==> config.mk <==
export PLATFORM = sky130hd
export DESIGN_NAME = mac_frame_header_parser
export DESIGN_NICKNAME = d
export VERILOG_FILES = /design/src/rtl/mfhp_pkg.sv /design/src/rtl/mac_frame_header_parser.sv /design/src/rtl/mfhp_front.sv /design/src/rtl/mfhp_queue.sv /design/src/rtl/mfhp_back.sv
export VERILOG_INCLUDE_DIRS = /design/src /design/src/rtl
export SDC_FILE = /design/constraint.sdc
export NUM_CORES = 1
export LEC_CHECK = 0
export BUFFER_PORTS_ARGS = -buffer_cell sky130_fd_sc_hd__buf_2
export CORE_MARGIN = 2
export CORE_UTILIZATION = 55
export CTS_BUF_LIST = sky130_fd_sc_hd__clkbuf_2
export CTS_CLUSTER_SIZE = 20
export DETAILED_ROUTE_END_ITERATION = 16
export GPL_ROUTABILITY_DRIVEN = 1
export GPL_TIMING_DRIVEN = 1
export PLACE_DENSITY = 0.73
export SETUP_SLACK_MARGIN = 0.5
export SLEW_MARGIN = 20
export SYNTH_ARGS = -nofsm -noshare
export SYNTH_HDL_FRONTEND = slang
export SYNTH_HIERARCHICAL = 1
export SYNTH_SLANG_ARGS = --single-unit
==> constraint.sdc <==
create_clock -name clk_i -period 17 [get_ports clk_i]
set_input_delay 4.25 -clock clk_i [delete_from_list [all_inputs] [get_ports clk_i]]
set_output_delay 4.25 -clock clk_i [all_outputs]
set_load 0.05 [all_outputs]
==> src/rtl/mac_frame_header_parser_macros.svh <==
// Assertion macros used by the MAC frame header parser queue.
`ifndef MAC_FRAME_HEADER_PARSER_MACROS_SVH
`define MAC_FRAME_HEADER_PARSER_MACROS_SVH

// Property must hold at every clock edge outside reset.
`define MFHP_ASSERT(lbl, prop, msg) \
  lbl: assert property (@(posedge clk_i) disable iff (!rst_ni) (prop)) else $error(msg);

// Expression must never be true outside reset.
`define MFHP_ASSERT_NEVER(lbl, expr, msg) \
  lbl: assert property (@(posedge clk_i) disable iff (!rst_ni) !(expr)) else $error(msg);

`endif

==> src/rtl/mfhp_pkg.sv <==
// Types, constants and helper functions of the MAC frame header parser.
package mfhp_pkg;

  // Stream widths
  localparam int unsigned IN_TDATA_W  = 8;
  localparam int unsigned OUT_TDATA_W = 192;

  // Front-to-back queue
  localparam int unsigned QUEUE_DEPTH = 2;
  localparam int unsigned PTR_W       = $clog2(QUEUE_DEPTH);
  localparam int unsigned CNT_W       = PTR_W + 1;

  // Frame position counter
  localparam logic [4:0] POS_MAX      = 5'd31;
  localparam logic [4:0] POS_SEQ      = 5'd2;
  localparam logic [4:0] POS_DPAN     = 5'd3;
  localparam logic [4:0] POS_DADDR    = 5'd5;
  localparam logic [4:0] HDR_LEN_MIN  = 5'd3;

  // CRC-16, reflected, taps 15, 10 and 3
  localparam logic [15:0] CRC_TAPS = 16'h8408;

  // Output kind
  localparam logic KIND_PAYLOAD = 1'b0;
  localparam logic KIND_SUMMARY = 1'b1;

  // Decoded address modes
  localparam logic [1:0] MODE_NONE  = 2'd0;
  localparam logic [1:0] MODE_SHORT = 2'd1;
  localparam logic [1:0] MODE_LONG  = 2'd2;

  // Frame status codes
  localparam logic [1:0] STATUS_GOOD     = 2'd0;
  localparam logic [1:0] STATUS_FCS_BAD  = 2'd1;
  localparam logic [1:0] STATUS_TOO_SHORT = 2'd2;

  // Flag bit positions
  localparam int unsigned FLAG_INTRA_PAN = 3;

  typedef struct packed {
    logic [2:0]  frame_type;
    logic [3:0]  flag_bits;
    logic [1:0]  dest_mode;
    logic [1:0]  src_mode;
    logic [7:0]  seq_number;
    logic [15:0] dest_pan;
    logic [63:0] dest_address;
    logic [15:0] src_pan;
    logic [63:0] src_address;
    logic [1:0]  status;
  } summary_t;

  // One queue entry: the results caused by one input beat
  typedef struct packed {
    logic       has_pay;
    logic [7:0] pay_byte;
    logic       has_sum;
    summary_t   sum;
  } entry_t;

  // One byte through the bitwise reflected CRC
  function automatic logic [15:0] crc_byte(input logic [15:0] crc_in, input logic [7:0] b);
    logic [15:0] crc;
    logic        fb;
    crc = crc_in;
    for (int k = 0; k < 8; k++) begin
      fb  = b[k] ^ crc[0];
      crc = {1'b0, crc[15:1]};
      if (fb) begin
        crc = crc ^ CRC_TAPS;
      end
    end
    return crc;
  endfunction

  // Mode field: 2 short, 3 long, 0 or 1 none
  function automatic logic [1:0] decode_mode(input logic [1:0] code);
    return (code == 2'd0) ? MODE_NONE : code - 2'd1;
  endfunction

  function automatic logic [4:0] addr_len(input logic [1:0] mode);
    logic [4:0] len;
    case (mode)
      MODE_SHORT: len = 5'd2;
      MODE_LONG:  len = 5'd8;
      default:    len = 5'd0;
    endcase
    return len;
  endfunction

  // Summary beat, payload byte lane left at zero
  function automatic logic [OUT_TDATA_W-1:0] pack_summary(input summary_t s);
    return {3'b000, s.status, s.src_address, s.src_pan, s.dest_address, s.dest_pan,
            s.seq_number, s.src_mode, s.dest_mode, s.flag_bits, s.frame_type, 8'h00};
  endfunction

  function automatic logic [OUT_TDATA_W-1:0] pack_payload(input logic [7:0] b);
    return {{(OUT_TDATA_W-8){1'b0}}, b};
  endfunction

endpackage

==> src/rtl/mac_frame_header_parser.sv <==
// Top level of the MAC frame header parser.
//
// Input stream: one received frame byte per beat, first frame control byte
// first; tlast marks the final byte of the frame (the second FCS byte).
// Output stream: tuser 0 carries a payload byte, tuser 1 carries the frame
// summary (frame control fields, sequence number, PAN ids, addresses and
// status), which always closes the frame's output.
// Payload leaves two bytes behind the input, so the FCS is never passed on.
// The CRC-16 runs over every byte; status is good when it ends at zero,
// FCS mismatch otherwise, and too short when the frame did not reach the
// header plus the two FCS bytes.
// Throughput: one input byte per cycle while the queue is not full. An accepted
// beat's results are queued, then loaded into the output register once it is free.
// The last byte of a frame can produce a payload and a summary beat; the
// two-entry queue between the parser and the output stage absorbs that.
// If the receiver stalls, the queue fills and tready drops after two entries.
// Reset empties the queue and the output stage and puts the parser at the
// start of a frame.
module mac_frame_header_parser (
  input  logic                             clk_i,
  input  logic                             rst_ni,
  // Input stream
  input  logic                             s_axis_tvalid_i,
  output logic                             s_axis_tready_o,
  input  logic [mfhp_pkg::IN_TDATA_W-1:0]  s_axis_tdata_i,  // [7:0] rx_byte
  input  logic                             s_axis_tlast_i,  // end_of_frame
  // Output stream
  output logic                             m_axis_tvalid_o,
  input  logic                             m_axis_tready_i,
  // [7:0] payload_byte, [10:8] frame_type, [14:11] flag_bits,
  // [16:15] dest_mode, [18:17] src_mode, [26:19] seq_number,
  // [42:27] dest_pan, [106:43] dest_address, [122:107] src_pan,
  // [186:123] src_address, [188:187] status, [191:189] zero
  output logic [mfhp_pkg::OUT_TDATA_W-1:0] m_axis_tdata_o,
  output logic                             m_axis_tuser_o   // kind
);
  import mfhp_pkg::*;

  logic   push;
  entry_t push_entry;
  logic   full;
  logic   pop;
  logic   head_valid;
  entry_t head;

  mfhp_front u_front (
    .clk_i        (clk_i),
    .rst_ni       (rst_ni),
    .in_valid_i   (s_axis_tvalid_i),
    .in_byte_i    (s_axis_tdata_i[7:0]),
    .in_last_i    (s_axis_tlast_i),
    .in_ready_o   (s_axis_tready_o),
    .full_i       (full),
    .push_o       (push),
    .push_entry_o (push_entry)
  );

  mfhp_queue u_queue (
    .clk_i        (clk_i),
    .rst_ni       (rst_ni),
    .push_i       (push),
    .push_entry_i (push_entry),
    .full_o       (full),
    .pop_i        (pop),
    .head_valid_o (head_valid),
    .head_o       (head)
  );

  mfhp_back u_back (
    .clk_i        (clk_i),
    .rst_ni       (rst_ni),
    .head_valid_i (head_valid),
    .head_i       (head),
    .pop_o        (pop),
    .out_valid_o  (m_axis_tvalid_o),
    .out_ready_i  (m_axis_tready_i),
    .out_kind_o   (m_axis_tuser_o),
    .out_data_o   (m_axis_tdata_o)
  );

endmodule

==> src/rtl/mfhp_front.sv <==
// Front end: CRC, header field capture, payload delay and result classification.
module mfhp_front (
  input  logic            clk_i,
  input  logic            rst_ni,
  input  logic            in_valid_i,
  input  logic [7:0]      in_byte_i,
  input  logic            in_last_i,
  output logic            in_ready_o,
  input  logic            full_i,
  output logic            push_o,
  output mfhp_pkg::entry_t push_entry_o
);
  import mfhp_pkg::*;

  logic [4:0]  pos_q, pos_d;
  logic [4:0]  hlen_q, hlen_d;
  logic [4:0]  dend_q, dend_d;
  logic [4:0]  sstart_q, sstart_d;
  logic [2:0]  type_q, type_d;
  logic [3:0]  flags_q, flags_d;
  logic [1:0]  dmode_q, dmode_d;
  logic [1:0]  smode_q, smode_d;
  logic [7:0]  seq_q, seq_d;
  logic [15:0] dpan_q, dpan_d;
  logic [63:0] daddr_q, daddr_d;
  logic [15:0] span_q, span_d;
  logic [63:0] saddr_q, saddr_d;
  logic [15:0] crc_q, crc_d;
  logic [7:0]  dly_q [2];
  logic [7:0]  dly_d [2];

  logic        accept;
  logic        emit;
  logic [1:0]  dm_new, sm_new;
  logic [4:0]  de_new, ss_new;
  logic        span_here;
  logic [4:0]  lane_dpan, lane_daddr, lane_span, lane_saddr;
  logic [1:0]  status;
  entry_t      entry;

  assign in_ready_o = !full_i;
  assign accept     = in_valid_i && !full_i;

  // Address layout from the second frame control byte
  always_comb begin
    dm_new    = decode_mode(in_byte_i[3:2]);
    sm_new    = decode_mode(in_byte_i[7:6]);
    de_new    = (dm_new != MODE_NONE) ? POS_DADDR + addr_len(dm_new) : HDR_LEN_MIN;
    span_here = !flags_q[FLAG_INTRA_PAN] && (sm_new != MODE_NONE);
    ss_new    = de_new + (span_here ? 5'd2 : 5'd0);
  end

  // Byte lanes of the multi-byte fields
  assign lane_dpan  = pos_q - POS_DPAN;
  assign lane_daddr = pos_q - POS_DADDR;
  assign lane_span  = pos_q - dend_q;
  assign lane_saddr = pos_q - sstart_q;

  // Per-beat parse
  always_comb begin
    pos_d    = pos_q;
    hlen_d   = hlen_q;
    dend_d   = dend_q;
    sstart_d = sstart_q;
    type_d   = type_q;
    flags_d  = flags_q;
    dmode_d  = dmode_q;
    smode_d  = smode_q;
    seq_d    = seq_q;
    dpan_d   = dpan_q;
    daddr_d  = daddr_q;
    span_d   = span_q;
    saddr_d  = saddr_q;
    crc_d    = crc_q;
    dly_d    = dly_q;
    emit     = 1'b0;
    status   = STATUS_GOOD;
    entry    = '0;

    if (accept) begin
      crc_d = crc_byte(crc_q, in_byte_i);

      if (pos_q < hlen_q) begin
        // header capture
        if (pos_q == 5'd0) begin
          type_d  = in_byte_i[2:0];
          flags_d = in_byte_i[6:3];
        end else if (pos_q == 5'd1) begin
          dmode_d  = dm_new;
          smode_d  = sm_new;
          dend_d   = de_new;
          sstart_d = ss_new;
          hlen_d   = ss_new + addr_len(sm_new);
        end else if (pos_q == POS_SEQ) begin
          seq_d = in_byte_i;
        end else if ((dmode_q != MODE_NONE) && (pos_q < POS_DADDR)) begin
          dpan_d[{lane_dpan[0], 3'b000} +: 8] = in_byte_i;
        end else if ((dmode_q != MODE_NONE) && (pos_q < dend_q)) begin
          daddr_d[{lane_daddr[2:0], 3'b000} +: 8] = in_byte_i;
        end else if (pos_q < sstart_q) begin
          span_d[{lane_span[0], 3'b000} +: 8] = in_byte_i;
        end else begin
          saddr_d[{lane_saddr[2:0], 3'b000} +: 8] = in_byte_i;
        end
      end else begin
        // payload passes two beats late, holding back the FCS
        emit     = ({1'b0, pos_q} >= ({1'b0, hlen_q} + 6'd2));
        dly_d[1] = dly_q[0];
        dly_d[0] = in_byte_i;
      end

      pos_d = (pos_q == POS_MAX) ? pos_q : pos_q + 5'd1;

      if ({1'b0, pos_q} < ({1'b0, hlen_q} + 6'd1)) begin
        status = STATUS_TOO_SHORT;
      end else if (crc_d != 16'h0000) begin
        status = STATUS_FCS_BAD;
      end

      entry.has_pay          = emit;
      entry.pay_byte         = emit ? dly_q[1] : 8'h00;
      entry.has_sum          = in_last_i;
      entry.sum.frame_type   = type_d;
      entry.sum.flag_bits    = flags_d;
      entry.sum.dest_mode    = dmode_d;
      entry.sum.src_mode     = smode_d;
      entry.sum.seq_number   = seq_d;
      entry.sum.dest_pan     = dpan_d;
      entry.sum.dest_address = daddr_d;
      entry.sum.src_pan      = span_d;
      entry.sum.src_address  = saddr_d;
      entry.sum.status       = status;

      // end of frame: back to start-of-frame state
      if (in_last_i) begin
        pos_d    = 5'd0;
        hlen_d   = HDR_LEN_MIN;
        dend_d   = HDR_LEN_MIN;
        sstart_d = HDR_LEN_MIN;
        type_d   = '0;
        flags_d  = '0;
        dmode_d  = MODE_NONE;
        smode_d  = MODE_NONE;
        seq_d    = '0;
        dpan_d   = '0;
        daddr_d  = '0;
        span_d   = '0;
        saddr_d  = '0;
        crc_d    = '0;
        dly_d[0] = '0;
        dly_d[1] = '0;
      end
    end
  end

  assign push_o       = accept && (emit || in_last_i);
  assign push_entry_o = entry;

  // Parser state
  always_ff @(posedge clk_i or negedge rst_ni) begin
    if (!rst_ni) begin
      pos_q    <= 5'd0;
      hlen_q   <= HDR_LEN_MIN;
      dend_q   <= HDR_LEN_MIN;
      sstart_q <= HDR_LEN_MIN;
      type_q   <= '0;
      flags_q  <= '0;
      dmode_q  <= MODE_NONE;
      smode_q  <= MODE_NONE;
      seq_q    <= '0;
      dpan_q   <= '0;
      daddr_q  <= '0;
      span_q   <= '0;
      saddr_q  <= '0;
      crc_q    <= '0;
      dly_q[0] <= '0;
      dly_q[1] <= '0;
    end else begin
      pos_q    <= pos_d;
      hlen_q   <= hlen_d;
      dend_q   <= dend_d;
      sstart_q <= sstart_d;
      type_q   <= type_d;
      flags_q  <= flags_d;
      dmode_q  <= dmode_d;
      smode_q  <= smode_d;
      seq_q    <= seq_d;
      dpan_q   <= dpan_d;
      daddr_q  <= daddr_d;
      span_q   <= span_d;
      saddr_q  <= saddr_d;
      crc_q    <= crc_d;
      dly_q    <= dly_d;
    end
  end

endmodule

==> src/rtl/mfhp_queue.sv <==
// Two-entry queue between the parser front end and the output back end.
module mfhp_queue (
  input  logic             clk_i,
  input  logic             rst_ni,
  input  logic             push_i,
  input  mfhp_pkg::entry_t push_entry_i,
  output logic             full_o,
  input  logic             pop_i,
  output logic             head_valid_o,
  output mfhp_pkg::entry_t head_o
);
  import mfhp_pkg::*;

  entry_t           mem_q [QUEUE_DEPTH];
  logic [PTR_W-1:0] wr_ptr_q, wr_ptr_d;
  logic [PTR_W-1:0] rd_ptr_q, rd_ptr_d;
  logic [CNT_W-1:0] count_q, count_d;
  logic             do_push, do_pop;

  assign full_o       = (count_q == CNT_W'(QUEUE_DEPTH));
  assign head_valid_o = (count_q != '0);
  assign head_o       = mem_q[rd_ptr_q];

  assign do_push = push_i && !full_o;
  assign do_pop  = pop_i && head_valid_o;

  // Pointer and fill bookkeeping
  always_comb begin
    wr_ptr_d = do_push ? wr_ptr_q + PTR_W'(1) : wr_ptr_q;
    rd_ptr_d = do_pop ? rd_ptr_q + PTR_W'(1) : rd_ptr_q;
    count_d  = count_q + CNT_W'(do_push) - CNT_W'(do_pop);
  end

  always_ff @(posedge clk_i or negedge rst_ni) begin
    if (!rst_ni) begin
      wr_ptr_q <= '0;
      rd_ptr_q <= '0;
      count_q  <= '0;
    end else begin
      wr_ptr_q <= wr_ptr_d;
      rd_ptr_q <= rd_ptr_d;
      count_q  <= count_d;
    end
  end

  // Entry storage
  always_ff @(posedge clk_i) begin
    if (do_push) begin
      mem_q[wr_ptr_q] <= push_entry_i;
    end
  end

`include "mac_frame_header_parser_macros.svh"

  `MFHP_ASSERT_NEVER(a_no_overflow, push_i && full_o, "push into a full queue")
  `MFHP_ASSERT_NEVER(a_no_underflow, pop_i && !head_valid_o, "pop from an empty queue")
  `MFHP_ASSERT(a_count_bound, count_q <= CNT_W'(QUEUE_DEPTH), "queue fill count out of range")
  `MFHP_ASSERT(a_entry_nonempty, push_i |-> (push_entry_i.has_pay || push_entry_i.has_sum),
               "queue entry carries no result")

endmodule

==> src/rtl/mfhp_back.sv <==
// Back end: turns queue entries into output beats through a registered stage.
module mfhp_back (
  input  logic                                clk_i,
  input  logic                                rst_ni,
  input  logic                                head_valid_i,
  input  mfhp_pkg::entry_t                    head_i,
  output logic                                pop_o,
  output logic                                out_valid_o,
  input  logic                                out_ready_i,
  output logic                                out_kind_o,
  output logic [mfhp_pkg::OUT_TDATA_W-1:0]    out_data_o
);
  import mfhp_pkg::*;

  logic                   valid_q, valid_d;
  logic                   kind_q, kind_d;
  logic [OUT_TDATA_W-1:0] data_q, data_d;
  logic                   phase_q, phase_d;
  logic                   load;
  logic                   beat_is_pay;
  logic                   entry_done;

  // Payload beat goes first, then the summary of the same entry
  assign load        = !valid_q || out_ready_i;
  assign beat_is_pay = head_i.has_pay && !phase_q;
  assign entry_done  = beat_is_pay ? !head_i.has_sum : 1'b1;
  assign pop_o       = load && head_valid_i && entry_done;

  always_comb begin
    valid_d = valid_q;
    kind_d  = kind_q;
    data_d  = data_q;
    phase_d = phase_q;
    if (load) begin
      valid_d = head_valid_i;
      if (head_valid_i) begin
        kind_d  = beat_is_pay ? KIND_PAYLOAD : KIND_SUMMARY;
        data_d  = beat_is_pay ? pack_payload(head_i.pay_byte) : pack_summary(head_i.sum);
        phase_d = !entry_done;
      end
    end
  end

  always_ff @(posedge clk_i or negedge rst_ni) begin
    if (!rst_ni) begin
      valid_q <= 1'b0;
      phase_q <= 1'b0;
    end else begin
      valid_q <= valid_d;
      phase_q <= phase_d;
    end
  end

  // Output beat registers
  always_ff @(posedge clk_i) begin
    kind_q <= kind_d;
    data_q <= data_d;
  end

  assign out_valid_o = valid_q;
  assign out_kind_o  = kind_q;
  assign out_data_o  = data_q;

endmodule
* Word-level counts from Yosys, hierarchy flattened *
Memories as Yosys holds them, arrays and structs flattened.
Index checks and enable logic that the tools add are counted.

cells by class
  add/sub/neg operators = 20
  $lt $le $gt $ge = 6
  equality and inequality tests = 11
  shift-type cells = 8
  mux-type cells = 106
  bitwise operators = 16
  reductions and logical operators = 32

operator list
  kind                                                  count
  two-way mux 64 bit                                    15
  two-way mux 16 bit                                    33
  two-way mux 191 bit                                   1
  bitwise mux 64 bit                                    2
  variable shift 8 x 8 -> 64 bit, first input constant  2
  variable part select 8 x 8 -> 64 bit                  2
  two-way mux 5 bit                                     19
  two-way mux 8 bit                                     6
  bitwise mux 16 bit                                    2
  variable shift 8 x 6 -> 16 bit, first input constant  2
  variable part select 8 x 6 -> 16 bit                  2
  two-way mux 2 bit                                     12
  NOT 2 -> 3 bit                                        8
  negation 6 -> 8 bit                                   2
  one-hot mux 4 bit (2 select lines)                    2
  nonzero test 16 bit                                   1
  less-than comparator 5 bit                            3
  two-way mux 4 bit                                     3
  negation 4 -> 6 bit                                   2
  nonzero test 2 bit                                    6
  adder 5 bit                                           2
  logical AND 1 bit                                     10
  two-way mux 3 bit                                     3
  two-way mux 1 bit                                     8
  other kinds (28)                                      51

word-level totals
  register bits = 430
  bits in writable memories = 382
  input port bits = 13
  output and inout port bits = 195
  logic and storage cells = 225
  memories = 1

memories
  name           words  bits a word  rd ports  clocked after Yosys merged registers in  write ports  line              RTL
  u_queue.mem_q  2      191          1         0                                        1            mfhp_queue.sv:14  entry_t mem_q [QUEUE_DEPTH];

* Logic depth before layout (Yosys ltp) *
Gate-level depths: netlist (run 1).

  depth in word-level cells = 29
  mapped depth = 15
  depth with buffers taken out = 15

* Hierarchy *
The synthesis (run 1) kept the hierarchy.

by module, submodules not included
  module      times used  cells each  area an instance (um^2)  seq. area each (um^2)
  mfhp_queue  1           612         14,054.7                 11,571.1
  mfhp_front  1           1,556       13,982.2                 5,684.2
  mfhp_back   1           414         7,223.2                  5,755.5

* Worst setup path before layout (run 1) *
No wires, ideal clock.

  kind = input to register
  from = input port s_axis_tvalid_i
  to = memory u_queue/mem_q[0][0] (netlist name), enable pin
  data arrival time = 13.184 ns
  path slack = 3.071 ns
  stages on the path = 7
  path buffers = 2
  cells stage by stage = nor2b_1 clkbuf_1 clkbuf_1 nand2_1 nand2b_1 nand2_1 nor2_1

between the ends
  cells in the longest elaborated chain, start to end = 7

RTL lines
  what                                         line                           RTL
  start: declaration                           mac_frame_header_parser.sv:23  input logic s_axis_tvalid_i,
  logical AND 1 bit (*)                        mfhp_front.sv:42               assign accept = in_valid_i && !full_i;
  two-way mux 1 bit                            mfhp_front.sv:80               if (accept) begin
  logical OR 1 bit                             mfhp_front.sv:156              assign push_o = accept && (emit || in_last_i);
  logical AND 1 bit (*)                        mfhp_front.sv:156
  via push                                     mac_frame_header_parser.sv:39  logic push;
  logical AND 1 bit (*)                        mfhp_queue.sv:24               assign do_push = push_i && !full_o;
  two-way mux 1 bit (*)                        mfhp_queue.sv:48               if (do_push) begin
  two-way mux 1 bit (implied by the code) (*)  mfhp_queue.sv:49               mem_q[wr_ptr_q] <= push_entry_i;
  end: declaration                             mfhp_queue.sv:14

The timed path passes the listed nets; every way through them passes the cells marked *.

* Final worst setup path (run 1) *
  from = input port s_axis_tvalid_i
  to = memory u_queue/mem_q[0][77] (netlist name), enable pin

Same word-level chain as after synthesis.

==> reports/results.ini, run 1 <==
[run_status]
outcome=complete, no violations

[yosys]
synth_seq_cells=805
yosys.cell_count.top_type=edfxtp_1
synth_enable_flop_cells=572
synth_seq_area_share_pct=65.3
async_reset_ff_share_pct=28.9
synth_warnings=6
yosysTopAreaCellShare_pct=48.7
syn_avg_cell_area_um2=13.7
synth_ff_type=edfxtp_1
synth_cell_types=72
synth_top_cell_by_area=edfxtp_1
yosys-top-cells-count=edfxtp_1, dfrtp_1, and2_1, mux2_2, nand2_1
syn_area_um2=35300
synthCells=2582
synth_area_leaders=edfxtp_1, dfrtp_1, mux2_2

[finish]
seqCellArea_um2=23000
final_nets=2876
utilization_pct=61.0
multiInputGateArea_um2=11200
fillCellCount=4901
area_growth_pct=9.29
drive_above_1_share_pct=26.8

[grt]
grt-ovfl-total=0
grt_max_degree=108
first_global_vias=22400
grt_use_total_pct=24.0
antenna_found_initial=2
grt_first_pass_wirelength_um=125000

[pwr]
vdd_drop_max_v=0.000110
p_per_area_nw_per_um2=182
p_leak_nw=15.2

[hold_path]
hold_path_class=register to register

[clock_tree]
cts_tree=done
cts_hold_buf=0
htree_levels=4
cts_resized=0
clk_latency_ns=1.40
cts_setup_buffers=0
cts_buffers=193
cts.sinks=805
clk_pin_slew_ns=0.10
clock_path_buffers=3
root_buffer=clkbuf_2

[floorplan]
rows=92
core_area_um2=63200
fp.dieW_um=257
pin_count=208
die_y_um=257
start_util_pct=55.8
design.die.area_um2=66100

[job]
drv_cap=0

[place]
dp_hpwl_um=48100
gp_congestion=0.886
dp_slack_ns=8.51
port_buffers=204

[critical_path]
startpoint_type=input port
critPathKind=input port to register
reg2reg_slack_ns=11.50
crit_fanout=83
rr_worst_depth=11
critical_path_arrival_ns=8.12
required_ns=17.94
regToRegStartpoint=u_front/pos_q[1]
crit_path_end_kind=register
cp-endpoint=u_queue/mem_q[0][77]
critPathLaunch=s_axis_tvalid_i
reg2reg_to=u_queue/mem_q[0][77]

[routing]
firstDrtPassIters=6
via_per_inst=5.83
detail-route-antenna-nets=0
first_iter_violations=2297
remaining_drc_errors=0
detail_route.wirelength_um=79500
via_count=22400
avgRoutedWirePerCell_um=20.7

[sta]
fin_ws_ns=9.82
rsz0062_at_grt=false
finalCritPeriodShare_pct=42.2
worst_pin_slew_ns=1.13
finClkSkew_ns=0.115
finalMaxSlewViolations=0
period_needed_ns=7.18
setup_viol=0
slew_headroom_pct=24.8
clock.fmax_mhz=139
fin_setup_tns_ns=0
hold_viol=0

## flip-flops by register name, summed over array words and instances, names as in the netlist, 5 cells and up
signal,cells
u_front/span_q,16
u_front/dly_q,16
u_back/out_data_o,189
u_front/seq_q,8
u_front/pos_q,5
u_front/dpan_q,16
u_front/saddr_q,64
u_front/crc_q,16
u_queue/mem_q,382
u_front/daddr_q,64
## power by group
| part | total, mW | internal, mW | switching, mW |
|---|---|---|---|
| registers | 3.01 | 2.77 | 0.240 |
| logic | 2.73 | 0.815 | 1.91 |
| clock network | 1.28 | 0.518 | 0.761 |
| total | 7.02 | 4.10 | 2.91 |
## through the flow
stage / cell area, um^2 / hold slack [ns] / total power, mW / instances
2_1_floorplan: 35300 / 0.451 / 5.21 / 2584
3_3_place_gp: 36600 / 0.471 / 5.69 / 3475
3_5_place_dp: 36700 / 0.475 / 5.78 / 3475
4_1_cts: 38500 / 0.473 / 7.06 / 3834
5_1_grt: 38500 / 0.485 / 7.40 / 3835
6_report: 38500 / 0.483 / 7.02 / 3835
## area by class of cell
type	instances	area share, %
Clock inverter	48	0.731
Inverter	28	0.292
Antenna cell	1	0.00649
Tap cell	846	2.75
Timing Repair Buffer	236	3.31
Clock buffer	311	4.04
Sequential cell	805	59.7
Multi-Input combinational cell	1560	29.2
## routing by layer
layer | track usage [%] | part of all wire [%]
met1 | 31.7 | 41
met3 | 5.67 | 7.6
met5 | 0 | 0
met2 | 38.8 | 49
met4 | 9.03 | 2.8
## critical path, cell delays in order
cell and delay [ns]:
buf_2 0.13, nor2b_4 0.14, buf_4 0.62, nand2_1 0.63, nand2b_1 0.26, nand2_1 0.16, nor2_4 0.46, buf_4 0.50
buf_4 0.82
## cell usage in the layout, fill, tap and decap left out, types with 52 or more instances in the layout
| master | count |
|---|---|
| buf_2 | 203 |
| and2_1 | 216 |
| dfrtp_1 | 229 |
| nor2_1 | 145 |
| nand3_1 | 86 |
| a21oi_1 | 52 |
| mux2_2 | 193 |
| o21ai_0 | 75 |
| mux2i_1 | 83 |
| nand2_1 | 182 |
| clkbuf_2 | 311 |
| and3_1 | 55 |
| a221o_1 | 84 |
| edfxtp_1 | 572 |
## cells by family after synthesis
family          after synthesis  share of synthesized area [%]
fa+ha+maj                    39                           1.41
simple gates                832                           12.7
buf+inv                     219                           3.23
mux                         276                           8.52
other cells                   1                         0.0106
flops                       805                           65.3
xor+xnor                     35                          0.869
compound gates              375                           8.05
## how the worst min path moves through the flow
stage                             start                   to  slack (ns)  depth (start not counted)
global placement     u_queue/count_q[1]   u_queue/count_q[1]        0.47                          1
global route           u_front/dly_q[8]     u_front/dly_q[0]        0.48                          1
floorplan            u_queue/count_q[1]   u_queue/count_q[1]        0.45                          1
detailed placement  u_front/daddr_q[30]  u_front/daddr_q[30]        0.47                          1
finish                 u_front/dly_q[8]     u_front/dly_q[0]        0.48                          1
CTS                    u_front/dly_q[8]     u_front/dly_q[0]        0.47                          1
(Power assumes the default switching activity.)
==> inputs of run 2 (changes only) <==
--- a/config.mk
+++ b/config.mk
@@ -6,6 +6,7 @@
 export SDC_FILE = /design/constraint.sdc
 export NUM_CORES = 1
 export LEC_CHECK = 0
+export ABC_AREA = 1
 export BUFFER_PORTS_ARGS = -buffer_cell sky130_fd_sc_hd__buf_2
 export CORE_MARGIN = 2
 export CORE_UTILIZATION = 55
==> constraint.sdc (replaced) <==
create_clock -name clk_i -period 7.2 [get_ports clk_i]
set_input_delay 1.8 -clock clk_i [delete_from_list [all_inputs] [get_ports clk_i]]
set_output_delay 1.8 -clock clk_i [all_outputs]
set_load 0.05 [all_outputs]
==> run 2 against run 1 <==
Power rose by 150%. Via count rose by 18%. Register-to-register slack lost 8.4 ns. First-iteration DRC count increased by 14%. Global-route usage increased by 1.1 points.
==> reports/results.ini, run 2 <==
[run_status]
outcome=complete, no violations  ; unchanged

[pwr]
p_clk_share_pct=18.7  ; was 18.2%
combPwrFrac_pct=41.8  ; was 38.9%
power_mw=17.3  ; was 7.02 mW
vdd_drop_max_v=0.000326  ; was 0.000110 V
p_int_mw=9.27  ; was 4.10 mW
power_frac_seq_pct=39.5  ; was 42.9%
switchingPower_mw=8.04  ; was 2.91 mW
p_leak_nw=18.9  ; was 15.2 nW
p_per_area_nw_per_um2=435  ; was 182 nW/um^2
switching_share_pct=46.4  ; was 41.5%

[grt]
grt_use_total_pct=25.1  ; was 24.0%
grt-ovfl-total=0  ; unchanged
antenna_found_initial=3  ; was 2
first_global_vias=25000  ; was 22,400
grt_first_pass_wirelength_um=133000  ; was 125,000 um
grt_max_degree=293  ; was 108

[finish]
finalNonFillerCells=4974  ; was 3,835
regMostFlops=u_queue/mem_q  ; unchanged
area_growth_pct=9.82  ; was 9.29%
final_nets=3984  ; was 2,876
stdcell_area_um2=39700  ; was 38,500 um^2
drive_above_1_share_pct=15.7  ; was 26.8%
utilization_pct=60.7  ; was 61.0%
fillCellCount=5493  ; was 4,901
layout_commonest_cell=nand2_1  ; was edfxtp_1
largest_reg_flops=382  ; unchanged
layout_common_cells=nand2_1, edfxtp_1, inv_1  ; was edfxtp_1, clkbuf_2, dfrtp_1

[sta]
setup_viol=0  ; unchanged
period_needed_ns=4.26
slew_headroom_pct=26.6  ; was 24.8%
fin_setup_tns_ns=0  ; unchanged
finalCritPeriodShare_pct=59.2
finClkSkew_ns=0.137  ; was 0.115 ns
rsz0062_at_grt=false  ; unchanged
finalMaxSlewViolations=0  ; unchanged
clock.fmax_mhz=235
whs_ns=0.481  ; was 0.483 ns
fin_ws_ns=2.94  ; was 9.82 ns
hold_viol=0  ; unchanged
worst_pin_slew_ns=1.10  ; was 1.13 ns

[yosys]
synth_top_cell_by_area=edfxtp_1  ; unchanged
synth-xor-area-share_pct=0.799  ; was 0.869%
syn_area_um2=36200  ; was 35,300 um^2
yosys-top-cells-count=nand2_1, edfxtp_1, inv_1, nor2_1, dfrtp_1  ; was edfxtp_1, dfrtp_1, and2_1, mux2_2, nand2_1
synthAdderAreaFrac_pct=1.37  ; was 1.41%
syn_avg_cell_area_um2=9.83  ; was 13.7 um^2
synthSimpleGateAreaFrac_pct=22.8  ; was 12.7%
yosysTopAreaCellShare_pct=47.5  ; was 48.7%
synth_enable_flop_cells=572  ; unchanged
synth_cell_types=43  ; was 72
synth-compound-area-share_pct=3.24  ; was 8.05%
synth_seq_area_share_pct=63.6  ; was 65.3%
async_reset_ff_share_pct=28.9  ; unchanged
synth_area_leaders=edfxtp_1, dfrtp_1, nand2_1  ; was edfxtp_1, dfrtp_1, mux2_2
synth_warnings=6  ; unchanged
synth_top_family_by_area=simple AND/OR/NAND/NOR gates  ; unchanged
synth_ff_type=edfxtp_1  ; unchanged
yosys.cell_count.top_type=nand2_1  ; was edfxtp_1
synth_seq_cells=805  ; unchanged
synthCells=3683  ; was 2,582
synthMuxAreaShare_pct=0  ; was 8.52%

[clock_tree]
clk_pin_slew_ns=0.11  ; was 0.10 ns
cts_hold_buf=0  ; unchanged
cts_buffers=197  ; was 193
root_buffer=clkbuf_2  ; unchanged
cts_setup_buffers=0  ; unchanged
cts_tree=done  ; unchanged
cts_resized=0  ; unchanged
clk_latency_ns=1.42  ; was 1.40 ns
clock_path_buffers=3  ; unchanged
cts.sinks=805  ; unchanged
htree_levels=4  ; unchanged

[job]
drv_cap=0  ; unchanged

[floorplan]
rows=94  ; was 92
die_y_um=261  ; was 257 um
design.die.area_um2=67900  ; was 66,100 um^2
start_util_pct=55.2  ; was 55.8%
core_area_um2=65500  ; was 63,200 um^2
pin_count=208  ; unchanged
fp.dieW_um=261  ; was 257 um

[place]
port_buffers=204  ; unchanged
dp_hpwl_um=51300  ; was 48,100 um
dp_slack_ns=2.09  ; was 8.51 ns
place_inst=4597  ; was 3,475
post_dp_cell_area_um2=37700  ; was 36,700 um^2
gp_congestion=0.891  ; was 0.886

[routing]
remaining_drc_errors=0  ; unchanged
firstDrtPassIters=7  ; was 6
detail_route.wirelength_um=84400  ; was 79,500 um
first_iter_violations=2608  ; was 2,297
avgRoutedWirePerCell_um=17.0  ; was 20.7 um
detail-route-antenna-nets=0  ; unchanged
via_count=26300  ; was 22,400
via_per_inst=5.30  ; was 5.83

[critical_path]
crit_path_end_kind=primary output  ; was register
crit_fanout=3  ; was 83
required_ns=5.40  ; was 17.94 ns
critPathKind=register to primary output  ; was input port to register
startpoint_type=register  ; was input port
critical_path_arrival_ns=2.46  ; was 8.12 ns

[hold_path]
hold_path_class=register to register  ; unchanged

-- run 2: cell count changes after synthesis, sizes merged, moves of 54 or more --
cell   before   now
nand2     183  1039
inv        28   551
a221o      84     0
nand4       4   187
mux2i      83     0
and3       56   142
o21ai      77   168
nand3      88   142
and2      217     0
nor2      149   307
mux2      193     0
-- run 2: power groups by stage --
stage          clock network [mW]  logic [mW]  registers [mW]
2_1_floorplan                   0        3.53            8.94
3_3_place_gp                    0        7.10            6.94
3_5_place_dp                    0        7.19            6.95
4_1_cts                      3.32        7.22            6.85
5_1_grt                      3.56        7.85            6.95
6_report                     3.23        7.23            6.84
-- run 2: cell families (layout without fill, tap and decap cells) --
logic type / after synthesis / in the layout
flops: 805 / 805
other cells: 1 / 4
xor+xnor: 33 / 33
simple gates: 1847 / 1847
buf+inv: 735 / 1159
fa+ha+maj: 39 / 39
compound gates: 223 / 223
-- run 2: cell type report --
cell class | instances | area [um^2] | share of cell area, %
clock buffer | 299 | 1500 | 3.77
tap | 864 | 1080 | 2.72
timing repair buffer | 230 | 1260 | 3.18
inverter | 553 | 2100 | 5.28
antenna | 1 | 2.50 | 0.00630
sequential | 805 | 23000 | 57.9
clock inverter | 77 | 520 | 1.31
multi-input combinational | 2145 | 10300 | 25.8
-- run 2: critical path: stages, from the launching register on --
cell	delay [ns]
dfrtp_1	0.41
nand2_1	0.18
inv_1	0.07
inv_1	0.11
buf_2	0.28
-- run 2: final timing paths --
kind                                              end  depth (start not counted)          startpoint  slack [ns]
worst max-delay path                  s_axis_tready_o                          4  u_queue/count_q[1]        2.94
worst min-delay path                 u_queue/wr_ptr_q                          2    u_queue/wr_ptr_q        0.48
worst max register to register  u_queue/mem_q[1][157]                         10  u_queue/count_q[1]        3.06
worst min register to register       u_queue/wr_ptr_q                          2    u_queue/wr_ptr_q        0.48
max in group asynchronous         u_front/daddr_q[35]                          2              rst_ni        5.36
min in group asynchronous           u_front/crc_q[10]                          1              rst_ni        0.49
-- run 2: per-layer routing --
metal  share of wire [%]  GRT usage [%]
met1                  43           34.4
met2                  47           39.2
met3                 8.1           5.41
met4                 2.7           10.2
met5               0.015              0
